$ cat src/sv/key_short_long_press_detector_macros.svh
// Assertion helpers for the RTL of the key press detector.
// All checks run on clk_i and are off while rst_ni is low.
`ifndef KEY_SHORT_LONG_PRESS_DETECTOR_MACROS_SVH
`define KEY_SHORT_LONG_PRESS_DETECTOR_MACROS_SVH

// Check a property on every rising edge outside reset.
`define KSLPD_ASSERT(lbl, prop, msg) \
  lbl: assert property (@(posedge clk_i) disable iff (!rst_ni) (prop)) else $error(msg);

// Check that a condition never holds outside reset.
`define KSLPD_ASSERT_NEVER(lbl, cond, msg) \
  `KSLPD_ASSERT(lbl, !(cond), msg)

`endif

$ cat src/sv/kslpd_pkg.sv
`timescale 1ns / 1ps
`default_nettype none

package kslpd_pkg;

  localparam int unsigned NumKeysDefault = 4;
  localparam int unsigned QueueDepth     = 4;

  localparam logic [11:0] LongPressTicksReset = 12'd200;
  localparam logic [11:0] HoldCountMax        = 12'hFFF;

  localparam logic EvKeyDown = 1'b0;
  localparam logic EvKeyUp   = 1'b1;

  localparam logic [1:0] PushNone = 2'd0;
  localparam logic [1:0] PushOne  = 2'd1;
  localparam logic [1:0] PushTwo  = 2'd2;

  typedef struct packed {
    logic [2:0] key_index;
    logic       pin_level;
  } in_t;

  typedef struct packed {
    logic       event_kind;
    logic [2:0] event_key;
    logic       long_press;
    logic       last_event;
  } out_t;

  // Events produced by one scan beat, first one in ev0.
  typedef struct packed {
    logic [1:0] count;
    out_t       ev0;
    out_t       ev1;
  } push_t;

endpackage

`default_nettype wire

$ cat src/sv/kslpd_queue.sv
`timescale 1ns / 1ps
`default_nettype none

module kslpd_queue (
  input  wire logic             clk_i,
  input  wire logic             rst_ni,
  input  wire kslpd_pkg::push_t push_i,
  output logic                  room_o,
  output logic                  out_valid_o,
  input  wire logic             out_ready_i,
  output kslpd_pkg::out_t       out_data_o
);
  import kslpd_pkg::*;

  localparam int unsigned PtrW = (QueueDepth > 1) ? $clog2(QueueDepth) : 1;
  localparam int unsigned CntW = $clog2(QueueDepth + 1);

  out_t            mem_q [QueueDepth];
  logic [PtrW-1:0] wr_ptr_q, wr_ptr_d, wr_ptr_1;
  logic [PtrW-1:0] rd_ptr_q, rd_ptr_d;
  logic [CntW-1:0] count_q, count_d;
  logic            pop;

  function automatic logic [PtrW-1:0] ptr_inc(input logic [PtrW-1:0] p);
    ptr_inc = (p == PtrW'(QueueDepth - 1)) ? '0 : p + PtrW'(1);
  endfunction

  assign pop         = out_valid_o && out_ready_i;
  assign out_valid_o = (count_q != '0);
  assign out_data_o  = mem_q[rd_ptr_q];
  // Leave space for the two events one beat may bring.
  assign room_o      = (count_q <= CntW'(QueueDepth - 2));
  assign wr_ptr_1    = ptr_inc(wr_ptr_q);

  always_comb begin
    wr_ptr_d = wr_ptr_q;
    case (push_i.count)
      PushOne: wr_ptr_d = wr_ptr_1;
      PushTwo: wr_ptr_d = ptr_inc(wr_ptr_1);
      default: wr_ptr_d = wr_ptr_q;
    endcase
    rd_ptr_d = pop ? ptr_inc(rd_ptr_q) : rd_ptr_q;
    count_d  = count_q + CntW'(push_i.count) - CntW'(pop);
  end

  always_ff @(posedge clk_i or negedge rst_ni) begin
    if (!rst_ni) begin
      wr_ptr_q <= '0;
      rd_ptr_q <= '0;
      count_q  <= '0;
    end else begin
      wr_ptr_q <= wr_ptr_d;
      rd_ptr_q <= rd_ptr_d;
      count_q  <= count_d;
    end
  end

  always_ff @(posedge clk_i) begin
    if (push_i.count == PushOne || push_i.count == PushTwo) begin
      mem_q[wr_ptr_q] <= push_i.ev0;
    end
    if (push_i.count == PushTwo) begin
      mem_q[wr_ptr_1] <= push_i.ev1;
    end
  end

endmodule

`default_nettype wire

$ cat src/sv/key_short_long_press_detector.sv
// Scan beats are taken when in_valid_i and in_ready_o are both high; their events
//   show on the output from the next cycle on, at most one event beat per cycle while out_ready_i is high.
// One scan beat per cycle while the four-entry event queue has room
//   for two more events; the two events of a beat leave the queue one at a time.
// Reset (rst_ni low, asynchronous): idle, previous sample released, count zero,
//   threshold 200, event queue empty.
`timescale 1ns / 1ps
`default_nettype none

`include "key_short_long_press_detector_macros.svh"

module key_short_long_press_detector #(
  parameter int unsigned NUM_KEYS = kslpd_pkg::NumKeysDefault
) (
  input  wire logic            clk_i,
  input  wire logic            rst_ni,
  input  wire logic            in_valid_i,
  output logic                 in_ready_o,
  input  wire kslpd_pkg::in_t  in_data_i,
  output logic                 out_valid_o,
  input  wire logic            out_ready_i,
  output kslpd_pkg::out_t      out_data_o,
  input  wire logic            cfg_we_i,
  input  wire logic [11:0]     cfg_data_i
);
  import kslpd_pkg::*;

  // Press phases. The fourth code is unused and falls back to idle.
  typedef enum logic [1:0] {
    PhIdle = 2'd0,
    PhHold = 2'd1,
    PhWait = 2'd2
  } phase_e;

  phase_e      phase_q, phase_d;
  logic        prev_q, prev_d;
  logic [2:0]  held_key_q, held_key_d;
  logic [11:0] hold_count_q, hold_count_d;
  logic [11:0] hold_count_inc;
  logic [11:0] ticks_q;

  logic  accept;
  logic  key_ok;
  logic  stable;
  logic  room;
  push_t push;

  // Accept a scan beat whenever the queue can absorb its worst case.
  assign in_ready_o = room;
  assign accept     = in_valid_i && in_ready_o;

  // Keys at or beyond NUM_KEYS are dropped without touching any state.
  assign key_ok = ({1'b0, in_data_i.key_index} < 4'(NUM_KEYS));

  // Two-read debounce: the sample counts only if it repeats the last raw one.
  assign stable = (in_data_i.pin_level == prev_q);

  // Saturating hold counter; at full scale a press can never turn long.
  assign hold_count_inc = (hold_count_q != HoldCountMax) ? hold_count_q + 12'd1
                                                         : hold_count_q;

  always_comb begin
    phase_d      = phase_q;
    prev_d       = prev_q;
    held_key_d   = held_key_q;
    hold_count_d = hold_count_q;
    push.count   = PushNone;
    push.ev0     = '{event_kind: EvKeyDown, event_key: held_key_q,
                     long_press: 1'b0, last_event: 1'b1};
    push.ev1     = '{event_kind: EvKeyUp, event_key: held_key_q,
                     long_press: 1'b0, last_event: 1'b1};

    if (accept && key_ok) begin
      prev_d = in_data_i.pin_level;
      if (stable) begin
        case (phase_q)
          PhHold: begin
            if (!in_data_i.pin_level) begin
              // Still held: count the tick, go long once past the threshold.
              hold_count_d = hold_count_inc;
              if (hold_count_inc > ticks_q) begin
                phase_d             = PhWait;
                push.count          = PushOne;
                push.ev0.long_press = 1'b1;
              end
            end else begin
              // Released early: short key-down, then key-up.
              phase_d             = PhIdle;
              hold_count_d        = '0;
              push.count          = PushTwo;
              push.ev0.last_event = 1'b0;
            end
          end
          PhWait: begin
            if (in_data_i.pin_level) begin
              phase_d             = PhIdle;
              hold_count_d        = '0;
              push.count          = PushOne;
              push.ev0.event_kind = EvKeyUp;
              push.ev0.long_press = 1'b1;
            end
          end
          default: begin
            // Idle: a stable press latches the key and starts counting.
            phase_d = PhIdle;
            if (!in_data_i.pin_level) begin
              held_key_d   = in_data_i.key_index;
              hold_count_d = '0;
              phase_d      = PhHold;
            end
          end
        endcase
      end
    end
  end

  always_ff @(posedge clk_i or negedge rst_ni) begin
    if (!rst_ni) begin
      phase_q      <= PhIdle;
      prev_q       <= 1'b1;
      held_key_q   <= '0;
      hold_count_q <= '0;
    end else begin
      phase_q      <= phase_d;
      prev_q       <= prev_d;
      held_key_q   <= held_key_d;
      hold_count_q <= hold_count_d;
    end
  end

  // Threshold register; the user is to write it only while the block is quiet, which the block itself does not enforce.
  always_ff @(posedge clk_i or negedge rst_ni) begin
    if (!rst_ni) begin
      ticks_q <= LongPressTicksReset;
    end else if (cfg_we_i) begin
      ticks_q <= cfg_data_i;
    end
  end

  // Hold events until the consumer takes them, one beat per cycle while out_ready_i is high.
  kslpd_queue u_queue (
    .clk_i       (clk_i),
    .rst_ni      (rst_ni),
    .push_i      (push),
    .room_o      (room),
    .out_valid_o (out_valid_o),
    .out_ready_i (out_ready_i),
    .out_data_o  (out_data_o)
  );

  `KSLPD_ASSERT(a_pair_only_on_short_release,
    push.count == PushTwo |-> phase_q == PhHold && phase_d == PhIdle,
    "two events outside a short release")
  `KSLPD_ASSERT(a_bad_key_keeps_state,
    accept && !key_ok |=> $stable(prev_q) && $stable(phase_q) && $stable(hold_count_q),
    "out-of-range key changed state")
  `KSLPD_ASSERT(a_idle_count_clear,
    phase_q == PhIdle |-> hold_count_q == '0,
    "hold count not cleared in idle")
  `KSLPD_ASSERT_NEVER(a_push_without_accept,
    push.count != PushNone && !accept,
    "event pushed without a scan beat")

endmodule

`default_nettype wire
$ cat config.mk
export PLATFORM = sky130hd
export DESIGN_NAME = key_short_long_press_detector
export DESIGN_NICKNAME = d
export VERILOG_FILES = /design/src/sv/kslpd_pkg.sv /design/src/sv/kslpd_queue.sv /design/src/sv/key_short_long_press_detector.sv
export VERILOG_INCLUDE_DIRS = /design/src /design/src/sv
export SDC_FILE = /design/constraint.sdc
export NUM_CORES = 1
export LEC_CHECK = 0
export BUFFER_PORTS_ARGS = -buffer_cell sky130_fd_sc_hd__buf_4
export CELL_PAD_IN_SITES_DETAIL_PLACEMENT = 0
export CELL_PAD_IN_SITES_GLOBAL_PLACEMENT = 1
export CORE_ASPECT_RATIO = 1.4
export CORE_MARGIN = 5
export CORE_UTILIZATION = 50
export CTS_CLUSTER_SIZE = 30
export DETAILED_ROUTE_END_ITERATION = 12
export PLACE_DENSITY = 0.84
export SKIP_CTS_REPAIR_TIMING = 1
export SYNTH_ARGS = -nofsm -noshare
export SYNTH_HDL_FRONTEND = slang
export SYNTH_SLANG_ARGS = --single-unit
$ cat constraint.sdc
create_clock -name clk_i -period 9 [get_ports clk_i]
set_input_delay 0.9 -clock clk_i [delete_from_list [all_inputs] [get_ports clk_i]]
set_output_delay 0.9 -clock clk_i [all_outputs]
set_load 0.01 [all_outputs]
==> impl_metrics.env, run 1 <==
export IMPL_cts_tree="done"
export IMPL_design_area_um2=3925
export IMPL_synth_cell_types=45
export IMPL_antenna_cells=0
export IMPL_die_area_um2=8558
export IMPL_synth_nets=392
export IMPL_initial_utilization_pct=51.32
export IMPL_status="finished, final reports clean"
export IMPL_cts_root_buf="clkbuf_8"
export IMPL_fin_nets=421
export IMPL_synth_area_um2=3393
export IMPL_grt_overflow=0
export IMPL_hp_start="u_queue.mem_q[3][1]"
export IMPL_path_delay_family="simple AND/OR/NAND/NOR gates"
export IMPL_routed_wl_um=6900
export IMPL_cts_sinks=61
export IMPL_relSlewSlack_pct=42.11
export IMPL_synth_edf_count=12
export IMPL_gp_congestion=0.8073
export IMPL_drtAntennaViolNets=0
export IMPL_period_minus_slack_ns=4.725
export IMPL_finalCritPeriodShare_pct=52.51
export IMPL_hold_path_end="u_queue.mem_q[3][1]"
export IMPL_cts_max_level=3
export IMPL_post_synth_top_area_cell="dfrtp_1"
export IMPL_fin_skew_ns=0.008045
export IMPL_dp_cells=454
export IMPL_core_area_um2=6613
export IMPL_grtUsageTotal_pct=18.15
export IMPL_drtIter0Drc=86
export IMPL_crit_path_top_delay_cell="or4_1"
export IMPL_crit_type="flop to flop"
export IMPL_crit_fanout=15
export IMPL_synth_area_per_cell_um2=9.864
export IMPL_grt_max_degree=38
export IMPL_cp_slowest_stage_delay_ns=0.76
export IMPL_drv_cap=0
export IMPL_fill_cells=582
export IMPL_grt_pass1_wl_um=11720
export IMPL_syn_inst=344
export IMPL_grt_pass1_vias=2447
export IMPL_dp_hpwl_um=5232
export IMPL_drc_errors=0
export IMPL_power_leakage_nw=1.727
export IMPL_critical_path_arrival_ns=4.95
export IMPL_synth_seq_area_share_pct=45.13
export IMPL_worstPathCellList="ha_1 > inv_1 > or4_1 > and4_4 > xor2_1 > ha_1 > nand4_1 > nor2_1 > a21boi_1 > or4_1 > a32o_1 > nand2_1 > ha_1 > nand2b_1 > nand2_1 > inv_1 > a32o_1"
export IMPL_power_mw=0.8769
export IMPL_power_density_nw_per_um2=223.4
export IMPL_required_ns=9.22
export IMPL_hold_depth=1
export IMPL_ys_ff_latch=61
export IMPL_ys_async_sr_fraction_pct=60.66
export IMPL_placementRows=35
export IMPL_synthTopCellsByArea="dfrtp_1 (24%), edfxtp_1 (11%), ha_1 (9.6%), dfxtp_1 (7.1%), nand2_1 (5.4%)"
export IMPL_fmax_ghz=0.2116
export IMPL_hold_class="flop to flop"
export IMPL_r2r_start="hold_count_q[0]"
export IMPL_ios=29
export IMPL_crit_top_cell="ha_1"
export IMPL_yosysWarnings=0
export IMPL_vias=2478
export IMPL_clock_latency_ns=0.33
export IMPL_tns_ns=0
export IMPL_drv_slew=0
export IMPL_cts_buffers=9
export IMPL_reg2reg_to="u_queue.mem_q[0][1]"
export IMPL_cp_num_buf_inv=2
export IMPL_vias_per_cell=5.272
export IMPL_startpoint_type="flop"
export IMPL_tightest_slew_ns=0.8593
export IMPL_wire_per_inst_um=14.68
export IMPL_yosys_area_top_type_share_pct=24.34
export IMPL_rsz0062_at_grt="no"
export IMPL_die_height_um=107.5
export IMPL_final_cells=470
export IMPL_final_common_cell="nand2_1"
export IMPL_dr_pass1_iters=4
export IMPL_setup_viol=0
export IMPL_antenna_found_initial=0
export IMPL_finalHoldViolCount=0
export IMPL_layout_common_cells="nand2_1 (49), dfrtp_1 (33), inv_1 (32)"
export IMPL_ir_drop_v=0.0001839
export IMPL_synth_ff_type="dfrtp_1"
export IMPL_ff2ff_path_depth=17
export IMPL_path_clk_slew_ns=0.07
export IMPL_drive_above_1_share_pct=16.14
export IMPL_io_buffer_count=28
export IMPL_syn2layout_area_growth_pct=15.67
export IMPL_clk_path_buf_depth=2
export IMPL_postPlaceCellArea_um2=3677
export IMPL_die_width_um=79.63
export IMPL_r2r_slack_ns=4.27
export IMPL_setup_worst_path_end_class="flop"
registers in the layout, summed over array words and instances (netlist names):
register	flops
u_queue.wr_ptr_q	2
phase_q	2
ticks_q	12
prev_q	1
u_queue.count_q	3
hold_count_q	12
u_queue.mem_q	24
u_queue.rd_ptr_q	2
held_key_q	3
worst max path at each step:
stage                          startpoint             endpoint  slack (ns)  cells after the start
after floorplan           hold_count_q[0]  u_queue.mem_q[0][1]        4.86                     20
after detailed placement  hold_count_q[0]  u_queue.mem_q[0][1]        4.32                     17
final                     hold_count_q[0]  u_queue.mem_q[0][1]        4.27                     17
after global placement    hold_count_q[0]  u_queue.mem_q[0][1]        4.40                     17
after global routing      hold_count_q[0]  u_queue.mem_q[1][1]        3.94                     16
after CTS                 hold_count_q[0]  u_queue.mem_q[0][1]        4.29                     17
power by group:
group	internal [mW]	total [mW]	switching, mW
Clock	0.185	0.299	0.114
Combinational	0.109	0.209	0.100
Sequential	0.323	0.369	0.0456
Total	0.617	0.877	0.260
metal layers:
layer / routed length (um) / GRT usage (%) / vias to the layer above
met5: 0 / 0 / -
met4: 170 / 7.617 / 0
met3: 195 / 4.941 / 10
met2: 3728 / 32.50 / 34
met1: 2806 / 19.78 / 1164
li1: - / - / 1270
synthesized netlist by cell type, types with 2 or more instances:
master	n
nand2_1	49
dfrtp_1	33
inv_1	32
ha_1	26
o21ai_0	26
a21oi_1	17
and2_1	17
dfxtp_1	12
edfxtp_1	12
nor2_1	11
o211ai_1	8
nand3_1	7
nand4_1	7
a32o_1	6
clkbuf_1	6
mux2_2	6
mux4_2	6
nand2b_1	6
xnor2_1	6
and3_1	4
dfstp_2	4
o21a_1	4
a21o_1	3
a22o_1	3
buf_2	3
nor2b_1	3
xor2_1	3
a21boi_0	2
nor3_1	2
o21ai_1	2
o31ai_1	2
or3_1	2
or4_1	2
cell families after synthesis:
group           after synthesis  synth area share (%)
compound gates               80                 15.27
xor+xnor                      9                 2.323
fa+ha+maj                    27                 10.18
buf+inv                      42                 4.756
flops                        61                 45.13
mux                          12                 5.973
simple gates                113                 16.37
per-stage QoR:
step	setup WS, ns	hold slack [ns]	utilization, %
global route	3.944	0.4942	59.36
global placement	4.398	0.4557	55.61
finish	4.275	0.4751	59.36
CTS	4.286	0.4803	59.36
floorplan	4.859	0.4366	-
detailed placement	4.316	0.4641	55.61
layout make-up:
cell class	instances	area [um2]	share of cell area, %
Sequential cell	61	1531	39.02
Inverter	32	120.1	3.060
Clock inverter	7	123.9	3.156
Multi-Input combinational cell	241	1700	43.32
Timing Repair Buffer	28	210.2	5.355
Clock buffer	9	123.9	3.156
Tap cell	92	115.1	2.933
Power figures use the tool's default switching activity.
==> inputs of run 2 (changes only) <==
--- a/config.mk
+++ b/config.mk
@@ -11,10 +11,10 @@
 export CELL_PAD_IN_SITES_GLOBAL_PLACEMENT = 1
 export CORE_ASPECT_RATIO = 1.4
 export CORE_MARGIN = 5
-export CORE_UTILIZATION = 50
+export CORE_UTILIZATION = 47
 export CTS_CLUSTER_SIZE = 30
 export DETAILED_ROUTE_END_ITERATION = 12
-export PLACE_DENSITY = 0.84
+export PLACE_DENSITY = 0.8
 export SKIP_CTS_REPAIR_TIMING = 1
 export SYNTH_ARGS = -nofsm -noshare
 export SYNTH_HDL_FRONTEND = slang
==> constraint.sdc (replaced) <==
create_clock -name clk_i -period 4.4 [get_ports clk_i]
set_input_delay 0.44 -clock clk_i [delete_from_list [all_inputs] [get_ports clk_i]]
set_output_delay 0.44 -clock clk_i [all_outputs]
set_load 0.01 [all_outputs]
==> run 2 against run 1 <==
Net effect: die area rose by 5.7%; critical path depth fell by 1; utilization fell by 2.7 points; critical path type unchanged; largest cell class unchanged; sequential share of layout area fell by 0.28 points; count of clock-buffer cells in the layout rose by 2.
==> impl_metrics.env, run 2 (synthesized netlist as in run 1, its figures left out) <==
export IMPL_status="finished, final reports clean"
export IMPL_worstPathCellList="nand4_1 > or4_4 > and4_4 > xor2_1 > ha_1 > nand4_1 > nor2_1 > a21boi_1 > or4_1 > a32o_2 > nand2_1 > ha_2 > nand2b_1 > buf_4 > a21oi_1 > a32o_1"
export IMPL_tightest_slew_ns=0.9228
export IMPL_grt_pass1_wl_um=12010
export IMPL_netSwitchingFraction_pct=31.94
export IMPL_antenna_cells=0
export IMPL_finalHoldViolCount=0
export IMPL_cts_root_buf="clkbuf_8"
export IMPL_antenna_found_initial=0
export IMPL_crit_fanout=10
export IMPL_finalCritPeriodShare_pct=92.35
export IMPL_final_cells=485
export IMPL_setup_worst_path_end_class="flop"
export IMPL_clk_path_buf_depth=2
export IMPL_vias=2568
export IMPL_p_comb_share_pct=26.9
export IMPL_drtIter0Drc=84
export IMPL_drtAntennaViolNets=0
export IMPL_wire_per_inst_um=14.47
export IMPL_ir_drop_v=0.0002031
export IMPL_startpoint_type="flop"
export IMPL_cp_slowest_stage_delay_ns=0.60
export IMPL_ios=29
export IMPL_dpl_worst_slack_ns=0.07746
export IMPL_cts_tree="done"
export IMPL_fmax_ghz=0.2461
export IMPL_drc_errors=0
export IMPL_power_leakage_nw=1.758
export IMPL_routed_wl_um=7017
export IMPL_fin_nets=433
export IMPL_grtUsageTotal_pct=17.39
export IMPL_core_area_um2=6982
export IMPL_path_clk_slew_ns=0.07
export IMPL_hold_class="input port to asynchronous set/reset pin"
export IMPL_period_minus_slack_ns=4.063
export IMPL_cts_max_level=3
export IMPL_cts_sinks=61
export IMPL_intPower_mw=1.104
export IMPL_dp_hpwl_um=5404
export IMPL_switchingPower_mw=0.5183
export IMPL_drv_cap=0
export IMPL_io_buffer_count=28
export IMPL_top_regs="u_queue.mem_q (24), hold_count_q (12), ticks_q (12)"
export IMPL_required_ns=4.68
export IMPL_largest_register_ffs=24
export IMPL_top_register="u_queue.mem_q"
export IMPL_clock_latency_ns=0.35
export IMPL_dr_pass1_iters=4
export IMPL_layout_common_cells="nand2_1 (46), buf_4 (40), inv_1 (32), dfrtp_1 (32)"
export IMPL_gp_congestion=0.8473
export IMPL_cts_buffers=9
export IMPL_pwr_share_seq_pct=46.2
export IMPL_initial_utilization_pct=48.60
export IMPL_relSlewSlack_pct=37.83
export IMPL_die_height_um=110.5
export IMPL_setup_ws_ns=0.3368
export IMPL_crit_path_top_delay_cell="or4_4"
export IMPL_fin_skew_ns=0.009998
export IMPL_p_clk_share_pct=26.9
export IMPL_crit_type="flop to flop"
export IMPL_final_common_cell="nand2_1"
export IMPL_power_density_nw_per_um2=410.2
export IMPL_crit_top_cell="nand4_1"
export IMPL_critical_path_arrival_ns=4.35
export IMPL_syn2layout_area_growth_pct=16.59
export IMPL_grt_pass1_vias=2571
export IMPL_grt_overflow=0
export IMPL_die_width_um=81.81
export IMPL_dp_cells=469
export IMPL_grt_max_degree=38
export IMPL_setup_viol=0
export IMPL_die_area_um2=9043
export IMPL_drive_above_1_share_pct=20.26
export IMPL_vias_per_cell=5.295
export IMPL_rsz0062_at_grt="no"
export IMPL_power_mw=1.623
export IMPL_tns_ns=0
export IMPL_drv_slew=0
export IMPL_placementRows=36
run 2: cell types whose count changed in the layout (fill, tap and decap cells not counted), sizes merged:
cell	change
clkbuf	+2
bufinv	-3
clkinv	+1
buf	+12
run 2: cell type report:
cell class / count / area (um2)
fill: 634 / 3025
multi-input combinational: 241 / 1715
sequential: 61 / 1533
timing repair buffer: 40 / 300.3
clock buffer: 11 / 141.4
inverter: 32 / 120.1
tap: 95 / 118.9
clock inverter: 5 / 27.53
run 2: final timing paths:
check | start | to | slack (ns) | cells after the start
worst max-delay path | hold_count_q[4] | u_queue.mem_q[1][1] | 0.34 | 16
worst min-delay path | rst_ni | held_key_q[1] | 0.04 | 1
worst max register to register | hold_count_q[4] | u_queue.mem_q[1][1] | 0.34 | 16
worst min register to register | u_queue.mem_q[0][1] | u_queue.mem_q[0][1] | 0.48 | 1
max in group asynchronous | rst_ni | ticks_q[3] | 4.00 | 1
min in group clk_i | cfg_data_i[5] | ticks_q[5] | 0.30 | 3
run 2: power groups by stage:
stage	clock [mW]	combinational, mW	sequential [mW]
after floorplan	0	0.333	0.719
after global placement	0	0.431	0.762
after detailed placement	0	0.443	0.763
after CTS	0.450	0.443	0.753
after global routing	0.475	0.494	0.767
final	0.437	0.437	0.749
run 2: metrics by stage:
step	util, %	hold WS [ns]	area, um2
2_1_floorplan	-	0.1444	3393
3_3_place_gp	54.01	0.4331	3771
3_5_place_dp	54.01	0.4392	3771
4_1_cts	56.43	0.05582	3940
5_1_grt	56.67	0.06948	3956
6_report	56.67	0.04313	3956
run 2: metal layers:
layer	vias to the layer above	GRT usage [%]	share of wire (%)
met3	14	4.235	3.2
li1	1295	-	-
met1	1221	18.73	39
met4	0	8.537	2.9
met5	-	0	0
met2	38	30.55	55
run 2: critical path: cells and delay by family (launching register included):
family | cells | cell delay (ns)
adders and majority gates | 2 | 0.59
buffers and inverters | 1 | 0.16
AOI/OAI and AO/OA | 4 | 0.77
and+or+nand+nor | 8 | 1.92
xor gates and xnor gates | 1 | 0.14
DFF | 1 | 0.40
==> inputs of run 3 (changes only) <==
--- a/config.mk
+++ b/config.mk
@@ -14,7 +14,7 @@
 export CORE_UTILIZATION = 47
 export CTS_CLUSTER_SIZE = 30
 export DETAILED_ROUTE_END_ITERATION = 12
-export PLACE_DENSITY = 0.8
+export PLACE_DENSITY = 0.77
 export SKIP_CTS_REPAIR_TIMING = 1
 export SYNTH_ARGS = -nofsm -noshare
 export SYNTH_HDL_FRONTEND = slang
==> run 3 against run 2 <==
Net effect: global-route usage grew 0.40 points; clock power grew 24%; first-iteration DRC count grew 36%; utilization grew 0.29 points; count of clock-buffer cells in the layout shrank 2; clock skew shrank 0.0035 ns.
==> impl_metrics.env, run 3 (synthesized netlist as in run 1, its figures left out) <==
export IMPL_status="finished, final reports clean"
export IMPL_top_register="u_queue.mem_q"
export IMPL_gp_congestion=0.8337
export IMPL_cts_root_buf="clkbuf_8"
export IMPL_vias=2534
export IMPL_antenna_cells=0
export IMPL_largest_register_ffs=24
export IMPL_top_regs="u_queue.mem_q (24), hold_count_q (12), ticks_q (12)"
export IMPL_worstPathCellList="ha_1 > inv_1 > or4_4 > and4_4 > xor2_1 > ha_1 > nand4_1 > nor2_1 > a21boi_1 > or4_1 > a32o_1 > nand2_1 > ha_1 > nand2b_1 > nand2_1 > inv_1 > a32o_1"
export IMPL_die_height_um=110.5
export IMPL_setup_worst_path_start="hold_count_q[1]"
export IMPL_r2r_slack_ns=0.23
export IMPL_grt_pass1_wl_um=12080
export IMPL_fin_nets=431
export IMPL_drv_slew=0
export IMPL_placementRows=36
export IMPL_syn2layout_area_growth_pct=17.18
export IMPL_crit_path_top_delay_cell="or4_4"
export IMPL_startpoint_type="flop"
export IMPL_cts_sinks=61
export IMPL_cts_max_level=3
export IMPL_antenna_found_initial=0
export IMPL_relSlewSlack_pct=45.98
export IMPL_ir_drop_v=0.0002293
export IMPL_final_common_cell="nand2_1"
export IMPL_cts_tree="done"
export IMPL_setup_worst_path_end_class="flop"
export IMPL_cp_num_buf_inv=2
export IMPL_dp_hpwl_um=5472
export IMPL_reg2reg_to="u_queue.mem_q[0][1]"
export IMPL_path_clk_slew_ns=0.07
export IMPL_critical_path_arrival_ns=4.41
export IMPL_drtAntennaViolNets=0
export IMPL_grt_overflow=0
export IMPL_grtUsageTotal_pct=17.79
export IMPL_tns_ns=0
export IMPL_io_buffer_count=28
export IMPL_die_width_um=81.81
export IMPL_ff2ff_path_depth=17
export IMPL_clk_path_buf_depth=2
export IMPL_tightest_slew_ns=0.8018
export IMPL_hold_class="input port to asynchronous set/reset pin"
export IMPL_drtIter0Drc=114
export IMPL_vias_per_cell=5.246
export IMPL_dr_pass1_iters=4
export IMPL_fin_skew_ns=0.006536
export IMPL_period_minus_slack_ns=4.172
export IMPL_core_area_um2=6982
export IMPL_finalCritPeriodShare_pct=94.81
export IMPL_die_area_um2=9043
export IMPL_grt_max_degree=38
export IMPL_clock_latency_ns=0.35
export IMPL_wire_per_inst_um=14.81
export IMPL_cts_buffers=9
export IMPL_path_delay_family="simple AND/OR/NAND/NOR gates"
export IMPL_power_density_nw_per_um2=436.4
export IMPL_drv_cap=0
export IMPL_ios=29
export IMPL_drc_errors=0
export IMPL_fmax_ghz=0.2397
export IMPL_whs_ns=0.05502
export IMPL_drive_above_1_share_pct=18.81
export IMPL_r2r_start="hold_count_q[1]"
export IMPL_rsz0062_at_grt="no"
export IMPL_crit_type="flop to flop"
export IMPL_grt_pass1_vias=2597
export IMPL_layout_common_cells="nand2_1 (48), buf_4 (38), dfrtp_1 (33)"
export IMPL_crit_fanout=8
export IMPL_setup_viol=0
export IMPL_power_leakage_nw=1.761
export IMPL_routed_wl_um=7153
export IMPL_cp_slowest_stage_delay_ns=0.59
export IMPL_initial_utilization_pct=48.60
export IMPL_required_ns=4.64
export IMPL_finalHoldViolCount=0
export IMPL_crit_top_cell="ha_1"
[run 3: routing by layer]
metal / global-route usage [%] / up-vias / routed length [um]
li1: - / 1289 / -
met1: 19.00 / 1208 / 2859
met2: 32.22 / 30 / 3982
met3: 4.642 / 7 / 219
met4: 6.652 / 0 / 91
met5: 0 / - / 0
[run 3: area by class of cell]
class                      count  area (um2)
inverter                      32       120.1
multi-input combinational    241        1707
tap                           95       118.9
clock buffer                   9       123.9
fill                         647        3005
clock inverter                 7       90.09
sequential                    61        1531
timing repair buffer          38       285.3
[run 3: stage by stage]
step	instance area (um2)	total power [mW]	instances	setup slack [ns]	util (%)
5_1_grt	3976	1.859	483	0.003284	56.95
3_3_place_gp	3756	1.196	467	0.2003	53.80
6_report	3976	1.735	483	0.2284	56.95
3_5_place_dp	3756	1.212	467	0.1159	53.80
4_1_cts	3970	1.763	483	0.1134	56.86
2_1_floorplan	3393	1.052	344	0.2594	-
[run 3: worst max-delay path by stage]
stage                                     end  cells past startpoint  slack, ns
after floorplan           u_queue.mem_q[0][1]                     20       0.26
after global placement    u_queue.mem_q[1][1]                     16       0.20
after detailed placement  u_queue.mem_q[0][1]                     17       0.12
after CTS                 u_queue.mem_q[0][1]                     17       0.11
after global routing      u_queue.mem_q[2][1]                     17      0.003
final                     u_queue.mem_q[0][1]                     17       0.23
[run 3: worst register-to-register path: cells and delay by family, from the launching register on]
family / cells / cell delay, ns
adders and majority gates: 3 / 0.80
and+or+nand+nor: 8 / 1.96
DFF: 1 / 0.42
xor gates and xnor gates: 1 / 0.15
buffers and inverters: 2 / 0.13
AOI/OAI and AO/OA: 3 / 0.63
[run 3: where the power goes]
| group | total [mW] | switching (mW) | internal, mW |
|---|---|---|---|
| clock network | 0.543 | 0.228 | 0.315 |
| logic | 0.440 | 0.212 | 0.229 |
| registers | 0.752 | 0.0907 | 0.661 |
